===== config.mk =====
export PLATFORM = sky130hd
export DESIGN_NAME = http_chunked_body_decoder
export DESIGN_NICKNAME = d
export VERILOG_FILES = /design/src/rtl/hcbd_pkg.sv /design/src/rtl/hcbd_step.sv /design/src/rtl/hcbd_rsp_buffer.sv /design/src/rtl/http_chunked_body_decoder.sv
export SDC_FILE = /design/constraint.sdc
export NUM_CORES = 1
export LEC_CHECK = 0
export BUFFER_PORTS_ARGS = -buffer_cell sky130_fd_sc_hd__buf_2
export CAP_MARGIN = 40
export CELL_PAD_IN_SITES_DETAIL_PLACEMENT = 2
export CELL_PAD_IN_SITES_GLOBAL_PLACEMENT = 2
export CORE_MARGIN = 5
export CORE_UTILIZATION = 34
export CTS_CLUSTER_DIAMETER = 60
export DETAILED_ROUTE_END_ITERATION = 10
export PLACE_DENSITY = 0.77
export SYNTH_ARGS = -nofsm -noshare
export SYNTH_HDL_FRONTEND = slang
export SYNTH_SLANG_ARGS = --single-unit

===== constraint.sdc =====
create_clock -name clock -period 3.65 [get_ports clock]
set_input_delay 0.1825 -clock clock [delete_from_list [all_inputs] [get_ports clock]]
set_output_delay 0.1825 -clock clock [all_outputs]
set_load 0.03 [all_outputs]

===== src/rtl/hcbd_pkg.sv =====
// Types, constants and the hex digit decoder of the chunked body decoder.
// Depends on nothing; used by the decoder top level, hcbd_step and hcbd_rsp_buffer.
`default_nettype none

package hcbd_pkg;

   typedef enum logic [2:0] {
      PH_SIZE,
      PH_SIZE_LF,
      PH_DATA,
      PH_DATA_CR,
      PH_DATA_LF,
      PH_FINAL_CR,
      PH_FINAL_LF,
      PH_DONE
   } phase_type;

   localparam logic [3:0] ERR_NONE          = 4'd0;
   localparam logic [3:0] ERR_BAD_DIGIT     = 4'd1;
   localparam logic [3:0] ERR_NO_SIZE_LF    = 4'd2;
   localparam logic [3:0] ERR_EMPTY_SIZE    = 4'd3;
   localparam logic [3:0] ERR_NO_DATA_CR    = 4'd4;
   localparam logic [3:0] ERR_NO_DATA_LF    = 4'd5;
   localparam logic [3:0] ERR_NO_FINAL_CR   = 4'd6;
   localparam logic [3:0] ERR_NO_FINAL_LF   = 4'd7;
   localparam logic [3:0] ERR_SIZE_OVERFLOW = 4'd8;

   localparam logic [7:0] CHAR_CR      = 8'h0D;
   localparam logic [7:0] CHAR_LF      = 8'h0A;
   localparam logic [7:0] CHAR_ZERO    = 8'h30;
   localparam logic [7:0] CHAR_NINE    = 8'h39;
   localparam logic [7:0] CHAR_LOWER_A = 8'h61;
   localparam logic [7:0] CHAR_LOWER_F = 8'h66;
   localparam logic [7:0] CHAR_UPPER_A = 8'h41;
   localparam logic [7:0] CHAR_UPPER_F = 8'h46;

   typedef struct packed {
      phase_type  phase;
      logic       digit_seen;
      logic [3:0] error_code;
   } ctrl_type;

   typedef struct packed {
      logic [7:0] payload_byte;
      logic       payload_valid;
      logic       chunk_last;
      logic       message_done;
      logic       error_flag;
      logic [3:0] error_code;
   } rsp_type;

   // Returns {is_digit, value}.
   function automatic logic [4:0] hex_decode(input logic [7:0] b);
      logic [7:0] diff;
      logic [4:0] result;
      diff   = 8'd0;
      result = 5'd0;
      if (b >= CHAR_ZERO && b <= CHAR_NINE) begin
         diff   = b - CHAR_ZERO;
         result = {1'b1, diff[3:0]};
      end else if (b >= CHAR_LOWER_A && b <= CHAR_LOWER_F) begin
         diff   = b - CHAR_LOWER_A;
         result = {1'b1, diff[3:0] + 4'd10};
      end else if (b >= CHAR_UPPER_A && b <= CHAR_UPPER_F) begin
         diff   = b - CHAR_UPPER_A;
         result = {1'b1, diff[3:0] + 4'd10};
      end
      return result;
   endfunction

endpackage

`default_nettype wire


===== src/rtl/hcbd_step.sv =====
// Next-state and result logic for one body byte of the chunked decoder.
// Depends on hcbd_pkg.
`default_nettype none

module hcbd_step #(
   parameter int COUNT_WIDTH = 32
) (
   input  wire logic [7:0]             data_byte,
   input  wire logic                   start_message,
   input  wire hcbd_pkg::ctrl_type     ctrl,
   input  wire logic [COUNT_WIDTH-1:0] size_acc,
   input  wire logic [COUNT_WIDTH-1:0] remaining,
   output hcbd_pkg::ctrl_type          ctrl_next,
   output logic [COUNT_WIDTH-1:0]      size_acc_next,
   output logic [COUNT_WIDTH-1:0]      remaining_next,
   output hcbd_pkg::rsp_type           rsp
);

   hcbd_pkg::ctrl_type     cur;
   logic [COUNT_WIDTH-1:0] acc_cur;
   logic [COUNT_WIDTH-1:0] rem_cur;
   logic [COUNT_WIDTH-1:0] rem_dec;
   logic [4:0]             hex;
   logic                   valid;
   logic                   last;

   assign hex     = hcbd_pkg::hex_decode(data_byte);
   assign rem_dec = rem_cur - {{(COUNT_WIDTH-1){1'b0}}, 1'b1};

   always_comb begin
      if (start_message) begin
         cur.phase      = hcbd_pkg::PH_SIZE;
         cur.digit_seen = 1'b0;
         cur.error_code = hcbd_pkg::ERR_NONE;
         acc_cur        = '0;
         rem_cur        = '0;
      end else begin
         cur     = ctrl;
         acc_cur = size_acc;
         rem_cur = remaining;
      end

      ctrl_next      = cur;
      size_acc_next  = acc_cur;
      remaining_next = rem_cur;
      valid          = 1'b0;
      last           = 1'b0;

      if (cur.error_code == hcbd_pkg::ERR_NONE) begin
         unique case (cur.phase)
            hcbd_pkg::PH_SIZE: begin
               if (data_byte == hcbd_pkg::CHAR_CR) begin
                  ctrl_next.phase = hcbd_pkg::PH_SIZE_LF;
               end else if (!hex[4]) begin
                  ctrl_next.error_code = hcbd_pkg::ERR_BAD_DIGIT;
               end else if (acc_cur[COUNT_WIDTH-1 -: 4] != 4'd0) begin
                  ctrl_next.error_code = hcbd_pkg::ERR_SIZE_OVERFLOW;
               end else begin
                  size_acc_next        = {acc_cur[COUNT_WIDTH-5:0], hex[3:0]};
                  ctrl_next.digit_seen = 1'b1;
               end
            end
            hcbd_pkg::PH_SIZE_LF: begin
               if (data_byte != hcbd_pkg::CHAR_LF) begin
                  ctrl_next.error_code = hcbd_pkg::ERR_NO_SIZE_LF;
               end else if (!cur.digit_seen) begin
                  ctrl_next.error_code = hcbd_pkg::ERR_EMPTY_SIZE;
               end else if (acc_cur == '0) begin
                  ctrl_next.phase = hcbd_pkg::PH_FINAL_CR;
               end else begin
                  remaining_next  = acc_cur;
                  ctrl_next.phase = hcbd_pkg::PH_DATA;
               end
            end
            hcbd_pkg::PH_DATA: begin
               valid          = 1'b1;
               remaining_next = rem_dec;
               if (rem_dec == '0) begin
                  last            = 1'b1;
                  ctrl_next.phase = hcbd_pkg::PH_DATA_CR;
               end
            end
            hcbd_pkg::PH_DATA_CR: begin
               if (data_byte != hcbd_pkg::CHAR_CR) begin
                  ctrl_next.error_code = hcbd_pkg::ERR_NO_DATA_CR;
               end else begin
                  ctrl_next.phase = hcbd_pkg::PH_DATA_LF;
               end
            end
            hcbd_pkg::PH_DATA_LF: begin
               if (data_byte != hcbd_pkg::CHAR_LF) begin
                  ctrl_next.error_code = hcbd_pkg::ERR_NO_DATA_LF;
               end else begin
                  size_acc_next        = '0;
                  ctrl_next.digit_seen = 1'b0;
                  ctrl_next.phase      = hcbd_pkg::PH_SIZE;
               end
            end
            hcbd_pkg::PH_FINAL_CR: begin
               if (data_byte != hcbd_pkg::CHAR_CR) begin
                  ctrl_next.error_code = hcbd_pkg::ERR_NO_FINAL_CR;
               end else begin
                  ctrl_next.phase = hcbd_pkg::PH_FINAL_LF;
               end
            end
            hcbd_pkg::PH_FINAL_LF: begin
               if (data_byte != hcbd_pkg::CHAR_LF) begin
                  ctrl_next.error_code = hcbd_pkg::ERR_NO_FINAL_LF;
               end else begin
                  ctrl_next.phase = hcbd_pkg::PH_DONE;
               end
            end
            hcbd_pkg::PH_DONE: begin
               ctrl_next.phase = hcbd_pkg::PH_DONE;
            end
            default: begin
               ctrl_next.phase = hcbd_pkg::PH_DONE;
            end
         endcase
      end

      rsp.payload_byte  = valid ? data_byte : 8'd0;
      rsp.payload_valid = valid;
      rsp.chunk_last    = last;
      rsp.message_done  = (ctrl_next.phase == hcbd_pkg::PH_DONE);
      rsp.error_flag    = (ctrl_next.error_code != hcbd_pkg::ERR_NONE);
      rsp.error_code    = ctrl_next.error_code;
   end

endmodule

`default_nettype wire


===== src/rtl/hcbd_rsp_buffer.sv =====
// Two-entry result buffer that decouples the decoder from the result channel.
// Depends on hcbd_pkg.
`default_nettype none

module hcbd_rsp_buffer (
   input  wire logic              clock,
   input  wire logic              reset,
   input  wire logic              in_valid,
   output logic                   in_ready,
   input  wire hcbd_pkg::rsp_type in_data,
   output logic                   out_valid,
   input  wire logic              out_ready,
   output hcbd_pkg::rsp_type      out_data
);

   hcbd_pkg::rsp_type head_ff;
   hcbd_pkg::rsp_type head_in;
   hcbd_pkg::rsp_type tail_ff;
   hcbd_pkg::rsp_type tail_in;
   logic [1:0]        count_ff;
   logic [1:0]        count_in;
   logic              push;
   logic              pop;

   assign in_ready  = (count_ff != 2'd2);
   assign out_valid = (count_ff != 2'd0);
   assign out_data  = head_ff;
   assign push      = in_valid && in_ready;
   assign pop       = out_valid && out_ready;

   always_comb begin
      head_in  = head_ff;
      tail_in  = tail_ff;
      count_in = count_ff;
      unique case ({push, pop})
         2'b10: begin
            if (count_ff == 2'd0) begin
               head_in = in_data;
            end else begin
               tail_in = in_data;
            end
            count_in = count_ff + 2'd1;
         end
         2'b01: begin
            head_in  = tail_ff;
            count_in = count_ff - 2'd1;
         end
         2'b11: begin
            if (count_ff == 2'd1) begin
               head_in = in_data;
            end else begin
               head_in = tail_ff;
               tail_in = in_data;
            end
         end
         2'b00: begin
         end
      endcase
   end

   always_ff @(posedge clock) begin
      head_ff <= head_in;
      tail_ff <= tail_in;
      if (reset) begin
         count_ff <= 2'd0;
      end else begin
         count_ff <= count_in;
      end
   end

endmodule

`default_nettype wire


===== src/rtl/http_chunked_body_decoder.sv =====
// Each result is registered in the result buffer and leaves on the rsp channel behind earlier results.
// Throughput: one body byte per cycle while the result buffer has room; the buffer holds two
// entries, so req_tready stays high while one result waits and drops when both are full.
// Reset (synchronous, active high) returns the parser to the size line, clears any
// error and empties the result buffer. Depends on hcbd_pkg, hcbd_step, hcbd_rsp_buffer.
`default_nettype none

module http_chunked_body_decoder #(
   parameter int COUNT_WIDTH = 32
) (
   input  wire logic        clock,
   input  wire logic        reset,
   input  wire logic        req_tvalid,
   output logic             req_tready,
   input  wire logic [7:0]  req_tdata,  // [7:0] data_byte
   input  wire logic [0:0]  req_tuser,  // [0] start_message
   output logic             rsp_tvalid,
   input  wire logic        rsp_tready,
   output logic [15:0]      rsp_tdata,  // [7:0] payload_byte, [8] message_done,
                                        // [9] error_flag, [13:10] error_code, [15:14] zero
   output logic [0:0]       rsp_tuser,  // [0] payload_valid
   output logic             rsp_tlast   // chunk_last
);

   hcbd_pkg::ctrl_type     ctrl_ff;
   hcbd_pkg::ctrl_type     ctrl_in;
   logic [COUNT_WIDTH-1:0] size_acc_ff;
   logic [COUNT_WIDTH-1:0] size_acc_in;
   logic [COUNT_WIDTH-1:0] remaining_ff;
   logic [COUNT_WIDTH-1:0] remaining_in;
   hcbd_pkg::rsp_type      step_rsp;
   hcbd_pkg::rsp_type      out_rsp;
   logic                   accept;

   assign accept = req_tvalid && req_tready;

   hcbd_step #(
      .COUNT_WIDTH(COUNT_WIDTH)
   ) u_step (
      .data_byte      (req_tdata),
      .start_message  (req_tuser[0]),
      .ctrl           (ctrl_ff),
      .size_acc       (size_acc_ff),
      .remaining      (remaining_ff),
      .ctrl_next      (ctrl_in),
      .size_acc_next  (size_acc_in),
      .remaining_next (remaining_in),
      .rsp            (step_rsp)
   );

   always_ff @(posedge clock) begin
      if (reset) begin
         ctrl_ff.phase      <= hcbd_pkg::PH_SIZE;
         ctrl_ff.digit_seen <= 1'b0;
         ctrl_ff.error_code <= hcbd_pkg::ERR_NONE;
         size_acc_ff        <= '0;
         remaining_ff       <= '0;
      end else if (accept) begin
         ctrl_ff      <= ctrl_in;
         size_acc_ff  <= size_acc_in;
         remaining_ff <= remaining_in;
      end
   end

   hcbd_rsp_buffer u_rsp_buffer (
      .clock     (clock),
      .reset     (reset),
      .in_valid  (req_tvalid),
      .in_ready  (req_tready),
      .in_data   (step_rsp),
      .out_valid (rsp_tvalid),
      .out_ready (rsp_tready),
      .out_data  (out_rsp)
   );

   assign rsp_tdata = {2'b00, out_rsp.error_code, out_rsp.error_flag,
                       out_rsp.message_done, out_rsp.payload_byte};
   assign rsp_tuser = out_rsp.payload_valid;
   assign rsp_tlast = out_rsp.chunk_last;

endmodule

`default_nettype wire


==> results.json, run 1 <==
{
  "postSynthRegisterBits": 106,
  "avgViaCountPerCell": 6.35,
  "async_set_or_reset_flop_fraction_in_the_synthesized_netlist_pct": 0,
  "worstRegToRegCells": 7,
  "ys.warnings.count": 0,
  "report.final.setup_viol": 0,
  "final_layout_size_suffix_gt1_share_pct": 12.0,
  "die_area_mm2": 0.0222,
  "synthesis.area_mm2": 0.00658,
  "final_net_count": 830,
  "number_of_cts_inserted_buffers": 9,
  "holdPathEnd": "u_rsp_buffer.out_data[9]$_DFFE_PP_",
  "period_share_pct": 93.1,
  "final.min_clock_period_ns": 3.40,
  "totalNegativeSetupSlack_ns": 0,
  "die-height_um": 149,
  "synth_ff_type": "sky130_fd_sc_hd__dfxtp_1",
  "endpoint_class_of_the_critical_path": "register",
  "antenna_violating_nets_post_route": 0,
  "n_diodes": 0,
  "initial_antenna_violation_count": 1,
  "relSlewSlack_pct": 37.1,
  "drtPass1Iterations": 5,
  "synthDistinctLibCells": 79,
  "hpwl_um": 20500,
  "die_outline_width_um": 149,
  "max-cap-violations": 0,
  "syn_inst": 796,
  "clkSinkCount": 106,
  "critPathArrivalTime_ns": 3.61,
  "ios": 33,
  "whs_path_depth": 2,
  "max_fo_critical_path": 11,
  "mostFrequentLayoutCells": "91 x sky130_fd_sc_hd__nor2_1, 74 x sky130_fd_sc_hd__dfxtp_1, 59 x sky130_fd_sc_hd__nand2_1",
  "finish.instance_area_mm2": 0.00729,
  "drcViolationCount": 0,
  "routabilityCongestion": 0.940,
  "final_wirelength_um": 28200,
  "synth.top_cell.area_share_pct": 22.5,
  "via_count": 6797,
  "gr-total-overflow": 0,
  "timing_worst_slew_pin_value_ns": 0.940,
  "status": "complete, no violations",
  "synth-edff-count": 32,
  "grt_setup_unrepaired": "no",
  "cts_repair_resize_count": 0,
  "placement_rows": 50,
  "timing_hold_violations_final": 0,
  "clock_path_buffers": 2,
  "dpl-instance-area_mm2": 0.00701,
  "synth_top_area_cell": "sky130_fd_sc_hd__dfxtp_1",
  "cts_tree": "built",
  "layout.cells.most_common": "sky130_fd_sc_hd__nor2_1",
  "grt_first_pass_wirelength_um": 43400,
  "synth_area_per_cell_um2": 8.26,
  "core_area_mm2": 0.0189,
  "postCtsSetupBuffers": 0,
  "routed_wire_length_per_instance_um": 26.3,
  "worst_setup_hold_path_clk_slew_ns": 0.08,
  "clock_skew_ns": 0.0111,
  "finalMaxSlewViolations": 0,
  "worst-r2r-setup-slack_ns": 0.25,
  "worstSetupStartpointType": "register",
  "grt_max_degree": 62,
  "ir_worst_vdd_mv": 0.239,
  "power_per_cell_area_mw_per_mm2": 519,
  "worstPathRequired_ns": 3.86,
  "drt_iter0_markers": 529,
  "portBuffers": 30,
  "clkLatencyLatePin_ns": 0.37,
  "global_route.usage.total_pct": 25.3,
  "cts_hold_buffers": 0,
  "multi_input_area_mm2": 0.00376,
  "regToRegEndpoint": "u_rsp_buffer.out_data[5]$_DFFE_PP_",
  "htreeDepth": 3,
  "yosys-top-cells-area": "sky130_fd_sc_hd__dfxtp_1 23%, sky130_fd_sc_hd__edfxtp_1 15%, sky130_fd_sc_hd__nor2_1 5.2%, sky130_fd_sc_hd__a22oi_1 4.7%, sky130_fd_sc_hd__a21oi_1 3.8%",
  "yosysSeqAreaShare_pct": 37.1,
  "grt_pass1_vias": 7164,
  "seqCellArea_mm2": 0.00244,
  "root_buffer": "sky130_fd_sc_hd__clkbuf_16",
  "filler_cell_count": 2203,
  "static_power_due_to_leakage_nw": 2.61,
  "r2r_start": "remaining_ff[2]$_SDFFE_PP0P_",
  "holdCritStartpoint": "req_tdata[1]",
  "area_growth_syn_to_layout_pct": 10.9,
  "initial_core_util_pct": 34.8,
  "min_path_type": "in2reg",
  "max_freq_ghz": 0.294,
  "critPathKind": "reg2reg"
}
[layout make-up]
class | count | share of cell area [%]
flip-flops and latches | 106 | 33.5
inverters | 23 | 1.18
multi-input cells | 602 | 51.5
well taps | 260 | 4.46
clock inverters | 6 | 0.738
clock buffers | 10 | 3.14
repair buffers | 63 | 5.46
[routing by layer]
layer | GRT usage (%) | part of all wire [%] | vias to the layer above
met5 | 0 | 0.032 | -
met2 | 41.2 | 48 | 186
met4 | 7.78 | 2.4 | 2
met3 | 5.04 | 5.9 | 47
met1 | 33.8 | 44 | 3528
li1 | - | - | 3034
[synth_stat cells (all sizes together) (6+ instances only)]
cell    number
xnor2        9
a211oi       9
or4         13
nand3       15
nor3b        6
o21ai       48
nor2        91
a21oi       50
a31o         6
clkbuf      50
a311oi       6
inv         22
o21a         6
nand4       13
a22o        20
nor2b        8
nor3        22
o31ai        6
a22oi       41
a31oi       10
buf         16
nor4        34
and2         7
edfxtp      32
ha          12
nand2       59
o22ai        6
dfxtp       74
mux2i       11
and3         7
nand2b       6
[report_power, final]
part / internal [mW] / switching (mW) / total (mW)
Clock: 0.480 / 0.503 / 0.983
Sequential: 1.43 / 0.0932 / 1.52
Combinational: 0.361 / 0.917 / 1.28
[worst max-delay path, cell delays in order, from the launching register on]
cell and delay, ns:
sky130_fd_sc_hd__dfxtp_1 0.42, sky130_fd_sc_hd__or4_4 0.64, sky130_fd_sc_hd__nor4_1 0.68, sky130_fd_sc_hd__and3_1 0.35, sky130_fd_sc_hd__o21bai_1 0.08, sky130_fd_sc_hd__nor4_1 0.56, sky130_fd_sc_hd__nand4_1 0.28, sky130_fd_sc_hd__a21oi_1 0.23
[logic make-up (layout without fill, tap and decap cells)]
| kind of cell | Yosys count | after routing | synth area share, % |
|---|---|---|---|
| DFF | 106 | 106 | 37.1 |
| adders and majority gates | 13 | 13 | 2.44 |
| buffers and inverters | 89 | 102 | 5.80 |
| muxes | 11 | 11 | 1.67 |
| other | 1 | 2 | 0.0570 |
| AOI/OAI and AO/OA | 259 | 259 | 27.2 |
| xor gates and xnor gates | 13 | 13 | 1.73 |
| and+or+nand+nor | 304 | 304 | 24.0 |
[worst max-delay path by stage]
stage	startpoint	end	slack (ns)	cells past startpoint
finish	remaining_ff[2]$_SDFFE_PP0P_	u_rsp_buffer.out_data[5]$_DFFE_PP_	0.25	7
global route	remaining_ff[2]$_SDFFE_PP0P_	u_rsp_buffer.out_data[5]$_DFFE_PP_	0.1	7
CTS	remaining_ff[2]$_SDFFE_PP0P_	u_rsp_buffer.out_data[5]$_DFFE_PP_	0.33	7
detailed placement	remaining_ff[2]$_SDFFE_PP0P_	u_rsp_buffer.out_data[5]$_DFFE_PP_	0.37	7
global placement	remaining_ff[2]$_SDFFE_PP0P_	u_rsp_buffer.tail_ff[6]$_DFFE_PP_	0.58	7
floorplan	req_tuser	u_rsp_buffer.tail_ff[5]$_DFFE_PP_	0.24	14
[sequential cells by signal, summed over array words and instances (netlist names)]
register / count
ctrl_ff: 8
u_rsp_buffer.tail_ff: 16
u_rsp_buffer.count_ff: 2
remaining_ff: 32
size_acc_ff: 32
u_rsp_buffer.out_data: 16
[per-stage QoR]
step | power (mW) | worst slack, ns | std cells | hold slack [ns] | utilization [%]
after floorplan | 2.36 | 0.244 | 797 | 0.381 | -
after global placement | 2.73 | 0.585 | 1054 | 0.487 | 37.1
after detailed placement | 2.81 | 0.374 | 1054 | 0.532 | 37.1
after CTS | 3.80 | 0.335 | 1070 | 0.207 | 38.6
after global routing | 3.94 | 0.0994 | 1070 | 0.233 | 38.6
final | 3.78 | 0.251 | 1070 | 0.228 | 38.6
Note: power is estimated with default switching activity, not from simulation.
==> inputs of run 2 (changes only) <==
Settings changed: ABC_AREA set to 1, CORE_UTILIZATION 34 to 32, PLACE_DENSITY 0.77 to 0.78.
==> run 2 against run 1 <==
- synthesized cell count grew 43%
- global-route usage shrank 1.8 points
- hold slack lost 0.024 ns
- cell count grew 38%
- routed wire length grew 11%
- combinational power grew 100%
- critical path type unchanged
==> results.json, run 2 <==
{
  "status": "complete, no violations",
  "grt_setup_unrepaired": "no",
  "max_fo_critical_path": 3,
  "relSlewSlack_pct": 49.2,
  "routabilityCongestion": 0.884,
  "via_count": 8180,
  "final_layout_size_suffix_gt1_share_pct": 10.2,
  "root_buffer": "sky130_fd_sc_hd__clkbuf_16",
  "grt_first_pass_wirelength_um": 49300,
  "regToRegEndpoint": "u_rsp_buffer.out_data[5]$_DFFE_PP_",
  "reg_top3": "remaining_ff: 32 flops, size_acc_ff: 32 flops",
  "holdPathEnd": "u_rsp_buffer.tail_ff[13]$_DFFE_PP_",
  "critPathSlowestCell": "sky130_fd_sc_hd__o21ai_0",
  "synth.top_cell.area_share_pct": 19.6,
  "layout.cells.most_common": "sky130_fd_sc_hd__nand2_1",
  "endpoint_class_of_the_critical_path": "register",
  "ir_worst_vdd_mv": 0.308,
  "routed_wire_length_per_instance_um": 21.1,
  "ios": 33,
  "cts_repair_resize_count": 0,
  "final_wirelength_um": 31100,
  "met1Wirelength_um": 14700,
  "area_growth_syn_to_layout_pct": 10.5,
  "synthesis.area_mm2": 0.00755,
  "holdWs_ns": 0.204,
  "r2r_start": "remaining_ff[0]$_SDFFE_PP0P_",
  "holdCritStartpoint": "req_tdata[5]",
  "core_area_mm2": 0.0233,
  "clock_skew_ns": 0.0125,
  "initial_antenna_violation_count": 0,
  "met3_wirelength_um": 1250,
  "synth-edff-count": 32,
  "power_per_cell_area_mw_per_mm2": 654,
  "die_outline_width_um": 164,
  "synth_ff_type": "sky130_fd_sc_hd__dfxtp_1",
  "worstRegToRegCells": 19,
  "global_route.usage.total_pct": 23.5,
  "max-cap-violations": 0,
  "min_path_type": "in2reg",
  "static_power_due_to_leakage_nw": 3.90,
  "number_of_cts_inserted_buffers": 9,
  "routed_met2_length_um": 14700,
  "max_freq_ghz": 0.337,
  "yosysSeqAreaShare_pct": 32.3,
  "htreeDepth": 3,
  "clkSinkCount": 106,
  "avgViaCountPerCell": 5.55,
  "drtPass1Iterations": 5,
  "cts_tree": "built",
  "timing_hold_violations_final": 0,
  "synth_area_per_cell_um2": 6.62,
  "worst_path_largest_cell_delay_ns": 0.45,
  "path_common_cell": "sky130_fd_sc_hd__nand2_1",
  "grt_max_degree": 66,
  "final.min_clock_period_ns": 2.97,
  "async_set_or_reset_flop_fraction_in_the_synthesized_netlist_pct": 0,
  "totalNegativeSetupSlack_ns": 0,
  "whs_path_depth": 3,
  "clkLatencyLatePin_ns": 0.37,
  "synthDistinctLibCells": 43,
  "final_net_count": 1176,
  "syn_inst": 1141,
  "synth.most_common_cell": "sky130_fd_sc_hd__nand2_1",
  "postCtsSetupBuffers": 0,
  "initial_core_util_pct": 32.4,
  "die_area_mm2": 0.0268,
  "worst-r2r-setup-slack_ns": 0.68,
  "placement_rows": 56,
  "final_core_utilization_pct": 35.8,
  "period_share_pct": 81.4,
  "die-height_um": 164,
  "clock_path_buffers": 2,
  "mostFrequentLayoutCells": "252 x sky130_fd_sc_hd__nand2_1, 147 x sky130_fd_sc_hd__inv_1, 134 x sky130_fd_sc_hd__nor2_1",
  "worst_setup_hold_path_clk_slew_ns": 0.08,
  "report.final.setup_viol": 0,
  "timing_worst_slew_pin_value_ns": 0.761,
  "finalMaxSlewViolations": 0,
  "finish.instance_area_mm2": 0.00834,
  "grt_pass1_vias": 8559,
  "ys.warnings.count": 0,
  "portBuffers": 30,
  "antenna_violating_nets_post_route": 0,
  "drt_iter0_markers": 460,
  "synth_top_area_cell": "sky130_fd_sc_hd__dfxtp_1",
  "cts_hold_buffers": 0,
  "worstSetupStartpointType": "register",
  "top_layer_used": "met4",
  "drcViolationCount": 0,
  "postSynthRegisterBits": 106,
  "dpl-instance-area_mm2": 0.00804,
  "n_diodes": 0,
  "hpwl_um": 23200,
  "critical_path.startpoint": "remaining_ff[0]$_SDFFE_PP0P_",
  "critPathKind": "reg2reg",
  "critPathArrivalTime_ns": 3.08,
  "yosys-top-cells-area": "sky130_fd_sc_hd__dfxtp_1 20%, sky130_fd_sc_hd__edfxtp_1 13%, sky130_fd_sc_hd__nand2_1 13%, sky130_fd_sc_hd__inv_1 7.3%, sky130_fd_sc_hd__nor2_1 6.7%",
  "timing.critical_path.cells": "inv_1 -> nor2_2 -> inv_1 -> ha_1 -> nand2_1 -> nor2_2 -> nand3_1 -> o21ai_0 -> nor2_1 -> nand3_1 -> nor2_1 -> nand3_1 -> nand2_1 -> nand2_1 -> nand2_1 -> nand2_1 -> nand2_1 -> nand3_1 -> nand2_1",
  "synth.top_cells.by_count": "253 x sky130_fd_sc_hd__nand2_1, 147 x sky130_fd_sc_hd__inv_1, 134 x sky130_fd_sc_hd__nor2_1, 92 x sky130_fd_sc_hd__o21ai_0, 91 x sky130_fd_sc_hd__a21oi_1",
  "worstPathRequired_ns": 3.76,
  "gr-total-overflow": 0
}
## run 2: logic make-up (layout without fill, tap and decap cells)
kind of cell / Yosys count / count (layout) / synth area share (%)
AO/OA/AOI/OAI: 313 / 313 / 25.4
XOR/XNOR: 7 / 7 / 0.812
adder cells (fa/ha/maj): 12 / 12 / 1.99
buffers and inverters: 209 / 223 / 11.5
flip-flops: 106 / 106 / 32.3
other: 1 / 2 / 0.0496
AND/OR/NAND/NOR: 493 / 493 / 27.9
## run 2: final cells by class
| type | instances | area (um^2) |
|---|---|---|
| fillers | 2874 | 15000 |
| clock buffers | 13 | 272 |
| flip-flops and latches | 106 | 2440 |
| inverters | 152 | 573 |
| well taps | 319 | 399 |
| clock inverters | 3 | 28.8 |
| multi-input cells | 827 | 4260 |
| repair buffers | 55 | 373 |
## run 2: worst max-delay path by stage
stage / endpoint / slack, ns / depth (start not counted)
after CTS: u_rsp_buffer.out_data[5]$_DFFE_PP_ / 0.71 / 19
final: u_rsp_buffer.out_data[5]$_DFFE_PP_ / 0.68 / 19
after floorplan: u_rsp_buffer.tail_ff[0]$_DFFE_PP_ / 0.44 / 10
after detailed placement: remaining_ff[27]$_SDFFE_PP0P_ / 0.60 / 14
after global routing: u_rsp_buffer.out_data[5]$_DFFE_PP_ / 0.49 / 19
after global placement: remaining_ff[27]$_SDFFE_PP0P_ / 0.63 / 14
## run 2: where the power goes
| part | total [mW] | switching [mW] | internal (mW) |
|---|---|---|---|
| sequential | 1.77 | 0.183 | 1.59 |
| combinational | 2.62 | 1.89 | 0.730 |
| clock | 1.06 | 0.522 | 0.536 |
## run 2: stage by stage
step	total power [mW]	instances	worst slack [ns]
2_1_floorplan	3.50	1142	0.438
3_5_place_dp	4.39	1459	0.604
6_report	5.45	1475	0.680
4_1_cts	5.48	1475	0.709
5_1_grt	5.81	1475	0.489
3_3_place_gp	4.23	1456	0.630
## run 2: metal layers
metal | GRT usage, % | vias up
li1 | - | 3878
met1 | 32.8 | 4150
met2 | 39.3 | 127
met3 | 3.00 | 25
met4 | 4.57 | 0
met5 | 0 | -
## run 2: critical path: cells and delay by family (launching register included)
family / cells / cell delay, ns
buf+inv: 2 / 0.20
simple gates: 15 / 1.48
fa+ha+maj: 1 / 0.27
flops: 1 / 0.32
compound gates: 1 / 0.45
==> inputs of run 3 (changes only) <==
Clock period 3.65 ns to 2.65 ns, I/O delays scaled along.
==> run 3 against run 2 <==
- final area grew 7.8%
- via count grew 4.9%
- die area is the same
- cell count grew 4.5%
- setup slack lost 0.54 ns
- sequential share of layout area shrank 2.1 points
- count of clock-buffer cells in the layout shrank 3
- critical endpoint unchanged
- maximum frequency grew 18%
- clock skew grew 0.0027 ns
- critical path type unchanged
- highest routed layer is now met5
==> results.json, run 3 (synthesis results as in run 2) <==
{
  "worst-path-buf-inv": 3,
  "timing_hold_violations_final": 0,
  "gr-total-overflow": 0,
  "fin_cells": 1541,
  "clock_skew_ns": 0.0152,
  "power.internal_mw": 4.18,
  "report.final.setup_viol": 0,
  "postCtsSetupBuffers": 0,
  "number_of_cts_inserted_buffers": 9,
  "grt_first_pass_wirelength_um": 52700,
  "n_diodes": 0,
  "routabilityCongestion": 0.925,
  "final.min_clock_period_ns": 2.51,
  "area_growth_syn_to_layout_pct": 19.0,
  "reg_top3": "remaining_ff: 32 flops, size_acc_ff: 32 flops",
  "clock_path_buffers": 2,
  "worst_setup_hold_path_clk_slew_ns": 0.08,
  "worst_path_largest_cell_delay_ns": 0.33,
  "clkLatencyLatePin_ns": 0.37,
  "initial_antenna_violation_count": 1,
  "power_per_cell_area_mw_per_mm2": 890,
  "cts_tree": "built",
  "max_freq_ghz": 0.399,
  "grt_pass1_vias": 9227,
  "share_comb_of_total_power_pct": 51.0,
  "max-cap-violations": 0,
  "p_seq_share_pct": 30.7,
  "drt_iter0_markers": 638,
  "drtPass1Iterations": 5,
  "mostFrequentLayoutCells": "250 x sky130_fd_sc_hd__nand2_1, 144 x sky130_fd_sc_hd__inv_1, 124 x sky130_fd_sc_hd__nor2_1",
  "via_count": 8578,
  "status": "complete, no violations",
  "hpwl_um": 25400,
  "power.net_switching_mw": 3.83,
  "drcViolationCount": 0,
  "die_outline_width_um": 164,
  "period_share_pct": 94.6,
  "relSlewSlack_pct": 61.6,
  "critPathKind": "reg2reg",
  "min_path_type": "in2reg",
  "pwr-share-clk_pct": 18.3,
  "cpLargestDelayFamily": "simple AND/OR/NAND/NOR gates",
  "endpoint_class_of_the_critical_path": "register",
  "power.switching_fraction_pct": 47.8,
  "final_core_utilization_pct": 38.5,
  "root_buffer": "sky130_fd_sc_hd__clkbuf_16",
  "initial_core_util_pct": 32.4,
  "die_area_mm2": 0.0268,
  "worstSetupStartpointType": "register",
  "core_area_mm2": 0.0233,
  "timing_worst_slew_pin_value_ns": 0.573,
  "static_power_due_to_leakage_nw": 4.25,
  "timing.critical_path.cells": "inv_1 -> nor2_2 -> inv_2 -> nand2_1 -> buf_4 -> nand2_1 -> nand2_1 -> nand2_1 -> nor2_2 -> nand2_1 -> nor2_1 -> nand2_1 -> nor2_1 -> nand3_2 -> nand2_1 -> nand2_1 -> nand2_1 -> nand2_1 -> nand2_1 -> nand3_1 -> nand2_1",
  "clkSinkCount": 106,
  "totalNegativeSetupSlack_ns": 0,
  "global_route.usage.total_pct": 25.3,
  "path_common_cell": "sky130_fd_sc_hd__nand2_1",
  "final_layout_size_suffix_gt1_share_pct": 16.9,
  "grt_setup_unrepaired": "yes",
  "routed_wire_length_per_instance_um": 22.1,
  "antenna_violating_nets_post_route": 0,
  "critPathArrivalTime_ns": 2.74,
  "die-height_um": 164,
  "ios": 33,
  "critPathSlowestCell": "sky130_fd_sc_hd__dfxtp_1",
  "max_fo_critical_path": 3,
  "layout.cells.most_common": "sky130_fd_sc_hd__nand2_1",
  "ir_worst_vdd_mv": 0.389,
  "final_wirelength_um": 34000,
  "portBuffers": 30,
  "finalMaxSlewViolations": 0,
  "htreeDepth": 3,
  "grt_max_degree": 80,
  "final_net_count": 1242,
  "placement_rows": 56,
  "post-place-cells": 1525,
  "worstPathRequired_ns": 2.89,
  "avgViaCountPerCell": 5.57
}
[run 3: changes by cell type in the layout (fill, tap and decap cells not counted), sizes merged]
cell / before / now
buf: 55 / 121
clkbuf: 13 / 10
bufinv: 0 / 1
clkinv: 2 / 3
inv: 153 / 154
[run 3: path summary, 6_finish.rpt]
path,from,end,slack [ns],cells past startpoint
setup / recovery,remaining_ff[0]$_SDFFE_PP0P_,u_rsp_buffer.out_data[5]$_DFFE_PP_,0.14,21
hold / removal,req_tdata[5],u_rsp_buffer.tail_ff[13]$_DFFE_PP_,0.13,3
setup reg to reg,remaining_ff[0]$_SDFFE_PP0P_,u_rsp_buffer.out_data[5]$_DFFE_PP_,0.14,21
hold reg to reg,size_acc_ff[23]$_SDFFE_PP0P_,size_acc_ff[23]$_SDFFE_PP0P_,0.49,2
[run 3: layer usage]
layer / track usage (%) / share of wire [%]
met2: 42.7 / 48
met3: 3.28 / 3.8
met1: 34.2 / 46
met4: 6.37 / 1.7
met5: 0 / 0.038
[run 3: through the flow]
step | cell area, um^2 | hold WS [ns] | power (mW) | setup slack (ns)
floorplan | 7570 | 0.318 | 4.84 | 0.0767
global placement | 8600 | 0.464 | 6.18 | 0.00294
detailed placement | 8620 | 0.479 | 6.41 | -0.0966
CTS | 8930 | 0.121 | 7.94 | 0.00255
global route | 8990 | 0.147 | 8.46 | -0.0414
finish | 8990 | 0.129 | 8.00 | 0.143
[run 3: cell type report]
type / instances / area [um^2]
Fill cell: 2857 / 14300
Multi-Input combinational cell: 827 / 4340
Sequential cell: 106 / 2440
Timing Repair Buffer: 121 / 941
Inverter: 152 / 573
Tap cell: 319 / 399
Clock buffer: 10 / 229
Clock inverter: 6 / 65.1
[run 3: power groups by stage]
stage,sequential (mW),clock [mW],combinational (mW)
after floorplan,2.63,0,2.21
after global placement,2.44,0,3.74
after detailed placement,2.48,0,3.94
after CTS,2.45,1.49,4.00
after global routing,2.50,1.54,4.43
final,2.46,1.47,4.08
[run 3: what timing repair did]
action | 4_1_cts | 5_1_grt
hold buffers | 0 | 0
endpoints found under the setup margin | 3 | 17
pin swaps | 1 | 2
gates resized for setup | 6 | 26
[run 3: worst reg2reg max path: cells and delay by family (launching register included)]
kind                   cells  cell delay (ns)
and+or+nand+nor           18             1.74
buffers and inverters      3             0.31
DFF                        1             0.33
